--- src/design/tsbc_pkg.sv ---
package tsbc_pkg;

  localparam int FOLD_PASSES    = 7;
  // fold passes done between two pipeline registers
  localparam int FOLD_PER_STAGE = 2;
  localparam int FOLD_STAGES    = (FOLD_PASSES + FOLD_PER_STAGE - 1) / FOLD_PER_STAGE;

  localparam logic signed [31:0] FOLD_CEIL  = 32'sd32767;
  localparam logic signed [31:0] FOLD_FLOOR = -32'sd32767;
  localparam logic signed [31:0] FOLD_SPAN  = 32'sd65534;
  localparam logic signed [31:0] MIX_BIAS   = 32'sd32768;
  localparam logic [15:0]        A5_OFFSET  = 16'h7fff;

  typedef enum logic [2:0] {
    MODE_OR      = 3'd0,
    MODE_PROD    = 3'd1,
    MODE_XOR     = 3'd2,
    MODE_AND     = 3'd3,
    MODE_MIX_MUL = 3'd4,
    MODE_MIX_SUM = 3'd5,
    MODE_MIX_OR  = 3'd6
  } combine_mode_e;

  typedef struct packed {
    logic               valid;
    logic signed [31:0] value;
  } pipe_t;

  function automatic logic signed [31:0] fold_pass(input logic signed [31:0] t);
    logic signed [31:0] r;
    r = t;
    if (r > FOLD_CEIL) r = FOLD_SPAN - r;
    if (r < FOLD_FLOOR) r = -FOLD_SPAN - r;
    return r;
  endfunction

endpackage

--- src/design/tsbc_if.sv ---
interface tsbc_in_if;
  logic               valid;
  logic               ready;
  logic signed [15:0] sample_a;
  logic signed [15:0] sample_b;

  modport source (output valid, output sample_a, output sample_b, input ready);
  modport sink   (input valid, input sample_a, input sample_b, output ready);
endinterface

interface tsbc_out_if;
  logic               valid;
  logic               ready;
  logic signed [15:0] sample_out;

  modport source (output valid, output sample_out, input ready);
  modport sink   (input valid, input sample_out, output ready);
endinterface

interface tsbc_cfg_if;
  logic       valid;
  logic       ready;
  logic [2:0] combine_mode;

  modport source (output valid, output combine_mode, input ready);
  modport sink   (input valid, input combine_mode, output ready);
endinterface

--- src/design/tsbc_combine.sv ---
module tsbc_combine (
  input  logic                   clk_i,
  input  logic                   rst_ni,
  input  logic                   adv_i,
  input  logic                   valid_i,
  input  logic signed [15:0]     sample_a_i,
  input  logic signed [15:0]     sample_b_i,
  input  tsbc_pkg::combine_mode_e mode_i,
  output tsbc_pkg::pipe_t        res_o
);

  localparam logic [15:0] A5_OFFSET_L = tsbc_pkg::A5_OFFSET;

  // stage 1: byte products and the full product
  logic                    s1_vld_q;
  tsbc_pkg::combine_mode_e s1_mode_q;
  logic signed [15:0]      s1_a_q, s1_b_q;
  logic signed [31:0]      s1_prod_q, s1_prod_d;
  logic [15:0]             s1_p1_q, s1_p1_d, s1_p2_q, s1_p2_d;
  logic [15:0]             s1_q5a_q, s1_q5a_d, s1_q5b_q, s1_q5b_d;
  logic [15:0]             s1_q6_q, s1_q6_d;
  logic [15:0]             a5;

  always_comb begin
    a5        = sample_a_i + A5_OFFSET_L;
    s1_prod_d = 32'(sample_a_i) * 32'(sample_b_i);
    s1_p1_d   = {8'd0, sample_a_i[15:8]} * {8'd0, sample_b_i[7:0]};
    s1_p2_d   = {8'd0, sample_b_i[15:8]} * {8'd0, sample_a_i[7:0]};
    s1_q5a_d  = {8'd0, a5[15:8]} * {8'd0, a5[7:0]};
    s1_q5b_d  = {8'd0, sample_b_i[15:8]} * {8'd0, sample_b_i[7:0]};
    s1_q6_d   = {8'd0, sample_a_i[15:8] | sample_b_i[7:0]}
              * {8'd0, sample_b_i[15:8] | sample_a_i[7:0]};
  end

  always_ff @(posedge clk_i or negedge rst_ni) begin
    if (!rst_ni) begin
      s1_vld_q <= 1'b0;
    end else if (adv_i) begin
      s1_vld_q <= valid_i;
    end
  end

  always_ff @(posedge clk_i) begin
    if (adv_i) begin
      s1_mode_q <= mode_i;
      s1_a_q    <= sample_a_i;
      s1_b_q    <= sample_b_i;
      s1_prod_q <= s1_prod_d;
      s1_p1_q   <= s1_p1_d;
      s1_p2_q   <= s1_p2_d;
      s1_q5a_q  <= s1_q5a_d;
      s1_q5b_q  <= s1_q5b_d;
      s1_q6_q   <= s1_q6_d;
    end
  end

  // stage 2: second product for the mixed multiply, then select
  logic               s2_vld_q;
  logic signed [31:0] s2_t_q, s2_t_d;
  logic [31:0]        m4;
  logic signed [31:0] m4s, a_ext, b_ext;

  always_comb begin
    m4    = {16'd0, s1_p1_q} * {16'd0, s1_p2_q};
    m4s   = $signed(m4);
    a_ext = 32'(s1_a_q);
    b_ext = 32'(s1_b_q);
    unique case (s1_mode_q)
      tsbc_pkg::MODE_OR:      s2_t_d = a_ext | b_ext;
      tsbc_pkg::MODE_PROD:    s2_t_d = s1_prod_q >>> 10;
      tsbc_pkg::MODE_XOR:     s2_t_d = a_ext ^ b_ext;
      tsbc_pkg::MODE_AND:     s2_t_d = a_ext & b_ext;
      tsbc_pkg::MODE_MIX_MUL: s2_t_d = (m4s >>> 8) - tsbc_pkg::MIX_BIAS;
      tsbc_pkg::MODE_MIX_SUM: s2_t_d = $signed({16'd0, s1_q5a_q} + {16'd0, s1_q5b_q})
                                       - tsbc_pkg::MIX_BIAS;
      default:                s2_t_d = $signed({16'd0, s1_q6_q}) - tsbc_pkg::MIX_BIAS;
    endcase
  end

  always_ff @(posedge clk_i or negedge rst_ni) begin
    if (!rst_ni) begin
      s2_vld_q <= 1'b0;
    end else if (adv_i) begin
      s2_vld_q <= s1_vld_q;
    end
  end

  always_ff @(posedge clk_i) begin
    if (adv_i) begin
      s2_t_q <= s2_t_d;
    end
  end

  assign res_o.valid = s2_vld_q;
  assign res_o.value = s2_t_q;

endmodule

--- src/design/tsbc_fold.sv ---
module tsbc_fold (
  input  logic            clk_i,
  input  logic            rst_ni,
  input  logic            adv_i,
  input  tsbc_pkg::pipe_t pipe_i,
  output tsbc_pkg::pipe_t pipe_o
);

  logic               vld_q [tsbc_pkg::FOLD_STAGES];
  logic signed [31:0] val_q [tsbc_pkg::FOLD_STAGES];
  logic signed [31:0] val_d [tsbc_pkg::FOLD_STAGES];

  for (genvar k = 0; k < tsbc_pkg::FOLD_STAGES; k++) begin : g_stage
    logic               vld_in;
    logic signed [31:0] val_in;

    if (k == 0) begin : g_first
      assign vld_in = pipe_i.valid;
      assign val_in = pipe_i.value;
    end else begin : g_next
      assign vld_in = vld_q[k-1];
      assign val_in = val_q[k-1];
    end

    // the last stage may carry fewer passes
    always_comb begin
      val_d[k] = val_in;
      for (int p = 0; p < tsbc_pkg::FOLD_PER_STAGE; p++) begin
        if (k * tsbc_pkg::FOLD_PER_STAGE + p < tsbc_pkg::FOLD_PASSES) begin
          val_d[k] = tsbc_pkg::fold_pass(val_d[k]);
        end
      end
    end

    always_ff @(posedge clk_i or negedge rst_ni) begin
      if (!rst_ni) begin
        vld_q[k] <= 1'b0;
      end else if (adv_i) begin
        vld_q[k] <= vld_in;
      end
    end

    always_ff @(posedge clk_i) begin
      if (adv_i) begin
        val_q[k] <= val_d[k];
      end
    end
  end

  assign pipe_o.valid = vld_q[tsbc_pkg::FOLD_STAGES-1];
  assign pipe_o.value = val_q[tsbc_pkg::FOLD_STAGES-1];

endmodule

--- src/design/two_stream_bit_combiner_folder_core.sv ---
// register stages from item accept to result valid: 6 (2 combine, 4 fold)
// throughput: one item per cycle; the last fold register is the output register
// and the whole pipeline holds while a result waits on out_o.ready
// reset: pipeline valid bits clear and combine_mode returns to 0 (or);
// the config channel is always ready
module two_stream_bit_combiner_folder_core (
  input  logic clk_i,
  input  logic rst_ni,
  tsbc_cfg_if.sink   cfg_i,
  tsbc_in_if.sink    in_i,
  tsbc_out_if.source out_o
);

  tsbc_pkg::combine_mode_e mode_q;
  tsbc_pkg::pipe_t         comb_res;
  tsbc_pkg::pipe_t         fold_res;
  logic                    adv;

  assign cfg_i.ready = 1'b1;

  always_ff @(posedge clk_i or negedge rst_ni) begin
    if (!rst_ni) begin
      mode_q <= tsbc_pkg::MODE_OR;
    end else if (cfg_i.valid) begin
      mode_q <= tsbc_pkg::combine_mode_e'(cfg_i.combine_mode);
    end
  end

  // advance when the output register is empty or being drained
  assign adv        = !fold_res.valid || out_o.ready;
  assign in_i.ready = adv;

  tsbc_combine u_combine (
    .clk_i      (clk_i),
    .rst_ni     (rst_ni),
    .adv_i      (adv),
    .valid_i    (in_i.valid),
    .sample_a_i (in_i.sample_a),
    .sample_b_i (in_i.sample_b),
    .mode_i     (mode_q),
    .res_o      (comb_res)
  );

  tsbc_fold u_fold (
    .clk_i  (clk_i),
    .rst_ni (rst_ni),
    .adv_i  (adv),
    .pipe_i (comb_res),
    .pipe_o (fold_res)
  );

  assign out_o.valid      = fold_res.valid;
  assign out_o.sample_out = fold_res.value[15:0];

endmodule

--- src/flat_wrapper.sv ---
// flat-port wrapper written by rule: the top's interface ports become plain ports
module two_stream_bit_combiner_folder_core_flat 
  (clk_i, rst_ni, cfg_i_valid, cfg_i_combine_mode, cfg_i_ready, in_i_valid, in_i_sample_a, in_i_sample_b, in_i_ready, out_o_valid, out_o_sample_out, out_o_ready);
  tsbc_cfg_if cfg_i_i ();
  tsbc_in_if in_i_i ();
  tsbc_out_if out_o_i ();
  input  logic clk_i;
  input  logic rst_ni;
  input wire logic [$bits(cfg_i_i.valid)-1:0] cfg_i_valid;
  input wire logic [$bits(cfg_i_i.combine_mode)-1:0] cfg_i_combine_mode;
  output wire logic [$bits(cfg_i_i.ready)-1:0] cfg_i_ready;
  input wire logic [$bits(in_i_i.valid)-1:0] in_i_valid;
  input wire logic [$bits(in_i_i.sample_a)-1:0] in_i_sample_a;
  input wire logic [$bits(in_i_i.sample_b)-1:0] in_i_sample_b;
  output wire logic [$bits(in_i_i.ready)-1:0] in_i_ready;
  output wire logic [$bits(out_o_i.valid)-1:0] out_o_valid;
  output wire logic [$bits(out_o_i.sample_out)-1:0] out_o_sample_out;
  input wire logic [$bits(out_o_i.ready)-1:0] out_o_ready;
  assign cfg_i_i.valid = cfg_i_valid;
  assign cfg_i_i.combine_mode = cfg_i_combine_mode;
  assign cfg_i_ready = cfg_i_i.ready;
  assign in_i_i.valid = in_i_valid;
  assign in_i_i.sample_a = in_i_sample_a;
  assign in_i_i.sample_b = in_i_sample_b;
  assign in_i_ready = in_i_i.ready;
  assign out_o_valid = out_o_i.valid;
  assign out_o_sample_out = out_o_i.sample_out;
  assign out_o_i.ready = out_o_ready;
  two_stream_bit_combiner_folder_core u_core (.clk_i(clk_i), .rst_ni(rst_ni), .cfg_i(cfg_i_i), .in_i(in_i_i), .out_o(out_o_i));
endmodule
--- config.mk ---
export PLATFORM = sky130hd
export DESIGN_NAME = two_stream_bit_combiner_folder_core_flat
export DESIGN_NICKNAME = d
export VERILOG_FILES = /design/src/design/tsbc_pkg.sv /design/src/design/tsbc_if.sv /design/src/design/tsbc_combine.sv /design/src/design/tsbc_fold.sv /design/src/design/two_stream_bit_combiner_folder_core.sv /design/src/flat_wrapper.sv
export SDC_FILE = /design/constraint.sdc
export NUM_CORES = 2
export LEC_CHECK = 0
export BUFFER_PORTS_ARGS = -buffer_cell sky130_fd_sc_hd__buf_2
export CORE_MARGIN = 3
export CORE_UTILIZATION = 45
export DETAILED_ROUTE_END_ITERATION = 8
export SYNTH_ARGS = -nofsm -noshare
export SYNTH_HDL_FRONTEND = slang
export SYNTH_SLANG_ARGS = --single-unit
--- constraint.sdc ---
create_clock -name clk_i -period 10.6 [get_ports clk_i]
set_input_delay 1.59 -clock clk_i [delete_from_list [all_inputs] [get_ports clk_i]]
set_output_delay 1.59 -clock clk_i [all_outputs]
set_load 0.01 [all_outputs]
==> results by group <==
Status
  • Run status: finished clean

Clock network
  • CTS Sinks: roughly 280
  • Worst skew pair latency: slightly below 0.6 ns
  • Post-CTS Hold Fix Bufs: 0
  • Clk Tree Root Cell: clkbuf_16
  • CTS tree: yes
  • Num CTS Buffers: 34
  • CTS-repair resized insts: 0
  • H-tree depth: 2
  • Bufs on Longest Clock Path: 3
  • Post-CTS setup buffers: 0
  • Worst-path clk slew: around 0.06 ns

Setup path
  • Slack of the worst reg-to-reg path: 1.42 ns
  • Crit path max fanout: 27
  • Worst path most repeated cell: fa_1
  • Arr. time, crit path: 9.61 ns
  • Worst path slowest cell: a2111oi_0
  • Crit-path max cell delay: about 0.93 ns
  • CP Launch Point: in_i_sample_b[6]
  • CP Depth: 25
  • Bufs and invs on worst path: 6
  • Worst setup endpoint: u_core.u_combine.s1_prod_q[31]$_DFFE_PP_
  • RR Endpoint: u_core.u_fold.val_q[2][1]$_DFFE_PP_
  • CP top delay family: adder cells
  • Reg2Reg Depth: 17
  • R2r startpoint: u_core.u_fold.val_q[1][0]$_DFFE_PP_
  • Req. time, crit path: 10.91 ns
  • Crit end category: register
  • Worst Setup Path Type: in2reg
  • Crit path launch type: input port

Floorplanning
  • Initial Util: roughly 45%
  • Core box area: 0.116 mm2
  • DIE WIDTH: roughly 350 um
  • Die ar.: 0.122 mm2
  • # IOs: slightly below 60
  • Chip Height: ~350 um
  • Site Rows: 125

Timing
  • Period Utilization, post-route: between 80% and 90%
  • Worst slew pin tran: about 1.2 ns
  • Clock Skew: ~0.027 ns
  • Total Neg Setup Slack: 0 ns
  • Unrepaired setup endpoints after global routing: no
  • Pins Over Slew Limit: 0
  • Slew HR: about a fifth
  • Fmax: about 110 MHz
  • # setup viols final: 0
  • Min Hold Slack: between 0.4 and 0.5 ns
  • Crit path time final: about 9.3 ns
  • Final hold vios: 0

Global routing
  • Global-route wire length before repair: roughly 240000 um
  • Total track usage: 25.4%
  • Largest net degree at the start of global routing: between 100 and 150
  • Vias in the first global route: between 40000 and 50000
  • M2 GR Usage: 42.6%
  • Most used routing layer: met2
  • Grt total ovfl: 0
  • Met1 Resource Use GR: 33.2%
  • Initial antenna violation count: 3
  • Routing usage on met3: under 10%

Synthesis
  • Synth Net Count: around 7000
  • FF+latch count, synth: ~280
  • Gate Count Post-Synth: between 6000 and 7000
  • Netlist Area Pre-Place: around 0.053 mm2
  • Post-Syn Area per Cell: approximately 8.7 um2
  • Register area share after synthesis: around 16%
  • Ys Warns: 0
  • Post-synth EDFFs: about 270
  • Yosys cell types: 116
  • Predominant post-synthesis flop cell: edfxtp_1
  • Ys async rst share: under 10%

Routing
  • DR vias/cell: between 5 and 6
  • DRT Wirelength: 155000 um
  • DR vias: between 40000 and 50000
  • Initial DRC Count: 2866
  • WL/cell: ~21 um
  • DRC Markers: 0
  • ANT nets after route: 0
  • First-pass DRT Iterations: 7

Placed design
  • Final HPWL DP: approximately 120000 um
  • IO buf count: 57
  • RD Place Congestion: approximately 1.0
  • # placed instances: 7419

Final layout
  • Final #Nets: between 7000 and 8000
  • Non-Filler Instances: around 7500
  • Layout fillers: 11387
  • Layout cell share with drive strength beyond 1: approximately 4.8%
  • P&R area growth vs syn: 5.18%
  • Utilization after layout: 47.8%

Flow run
  • Maxcap violations: 0

Hold path
  • Worst Min Path Start: u_core.mode_q[1]$_DFFE_PN0P_
  • Hold/Removal Path Class: reg2reg
## final cells by class
| cell class | count | area (um2) | area share, % |
|---|---|---|---|
| clock inverters | 25 | 380 | 0.684 |
| diodes | 1 | 2.50 | 0.00450 |
| flip-flops and latches | 283 | 8450 | 15.2 |
| inverters | 897 | 3370 | 6.07 |
| multi-input cells | 4597 | 39900 | 71.7 |
| repair buffers | 118 | 756 | 1.36 |
| clock buffers | 37 | 862 | 1.55 |
| well taps | 1524 | 1910 | 3.43 |
## registers in the layout, indices dropped and copies added (netlist names), 3 cells and up
signal,cells
u_core.u_combine.s1_prod_q,22
u_core.u_combine.s1_q5b_q,16
u_core.u_fold.val_q,112
u_core.u_combine.s1_q5a_q,16
u_core.u_fold.g_stage.vld_in,3
u_core.u_combine.s1_p1_q,16
u_core.mode_q,3
u_core.u_combine.s1_b_q,16
u_core.u_combine.s1_q6_q,16
u_core.u_combine.s2_t_q,25
u_core.u_combine.s1_a_q,16
u_core.u_combine.s1_p2_q,16
u_core.u_combine.s1_mode_q,3
## cells in the mapped netlist, types with 12 or more instances
cell | instances | share of area (%)
a2111oi_0 | 13 | 0.22
a211o_1 | 12 | 0.20
a211oi_1 | 47 | 0.67
a21boi_0 | 13 | 0.18
a21o_1 | 38 | 0.54
a21oi_1 | 230 | 2.2
a221oi_1 | 19 | 0.31
a31oi_1 | 54 | 0.64
a41oi_1 | 12 | 0.20
and2_1 | 303 | 3.6
and3_1 | 53 | 0.63
and4_1 | 15 | 0.25
buf_1 | 14 | 0.099
buf_2 | 51 | 0.48
clkbuf_1 | 216 | 1.5
edfxtp_1 | 274 | 16
fa_1 | 633 | 24
ha_1 | 443 | 10
inv_1 | 896 | 6.4
mux2_2 | 24 | 0.51
mux2i_1 | 26 | 0.49
nand2_1 | 567 | 4.0
nand2b_1 | 50 | 0.59
nand3_1 | 101 | 0.96
nand3b_1 | 15 | 0.21
nand4_1 | 37 | 0.44
nor2_1 | 392 | 2.8
nor2b_1 | 25 | 0.30
nor3_1 | 128 | 1.2
nor3b_1 | 17 | 0.24
nor4_1 | 68 | 0.80
o211ai_1 | 55 | 0.78
o21a_1 | 34 | 0.48
o21ai_0 | 228 | 2.2
o21ai_1 | 18 | 0.17
o21bai_1 | 20 | 0.28
o22ai_1 | 21 | 0.25
o31ai_1 | 44 | 0.62
or2_2 | 29 | 0.34
or3_1 | 56 | 0.66
or4_1 | 33 | 0.47
xnor2_1 | 330 | 5.5
xor2_1 | 164 | 2.7
## cell usage in the layout, fill, tap and decap left out, types with 24 or more instances in the layout
cell | netlist | final
buf_4 | 4 | 60
o21ai_0 | 228 | 227
or3_1 | 56 | 56
mux2i_1 | 26 | 26
nand2_1 | 567 | 567
a31oi_1 | 54 | 54
nand2b_1 | 50 | 50
clkbuf_16 | 0 | 34
fa_1 | 633 | 633
o211ai_1 | 55 | 55
edfxtp_1 | 274 | 274
nor2b_1 | 25 | 25
and3_1 | 53 | 53
nand3_1 | 101 | 101
or4_1 | 33 | 33
nor4_1 | 68 | 65
ha_1 | 443 | 443
a21oi_1 | 230 | 230
o31ai_1 | 44 | 43
nor2_1 | 392 | 392
nand4_1 | 37 | 37
xor2_1 | 164 | 164
o21a_1 | 34 | 34
a21o_1 | 38 | 38
or2_2 | 29 | 29
inv_1 | 896 | 895
and2_1 | 303 | 303
xnor2_1 | 330 | 330
nor3_1 | 128 | 125
mux2_2 | 24 | 24
buf_2 | 51 | 57
a211oi_1 | 47 | 47
## metrics by stage
stage / area, um2 / setup WS (ns)
5_1_grt: 55600 / 0.813
2_1_floorplan: 52900 / 1.89
4_1_cts: 55600 / 1.34
3_3_place_gp: 54400 / 0.835
3_5_place_dp: 54400 / 0.737
6_report: 55600 / 1.30
## per-layer routing
layer	vias up	wire length [um]	share of wire (%)
met2	1214	73100	47
met4	2	7360	4.8
met5	-	11	0.0071
met3	274	7820	5.1
li1	20091	-	-
met1	21138	66400	43
## cells by family after synthesis
group	synth area share, %
AO/OA/AOI/OAI	13.0
XOR/XNOR	8.19
adder cells (fa/ha/maj)	34.5
buffers and inverters	8.68
flip-flops	16.0
multiplexers	1.02
other	0.00709
AND/OR/NAND/NOR	18.7
## how the worst min path moves through the flow
stage                                              endpoint  cells after the start
floorplan           u_core.u_combine.s1_mode_q[0]$_DFFE_PP_                      0
global placement    u_core.u_combine.s1_mode_q[1]$_DFFE_PP_                      0
detailed placement  u_core.u_combine.s1_mode_q[1]$_DFFE_PP_                      0
CTS                 u_core.u_combine.s1_mode_q[1]$_DFFE_PP_                      0
global route        u_core.u_combine.s1_mode_q[1]$_DFFE_PP_                      0
finish              u_core.u_combine.s1_mode_q[1]$_DFFE_PP_                      0
Power is left out: the tool's default activity adds up to more than one toggle a clock period on the data nets, which glitch-free logic cannot reach.
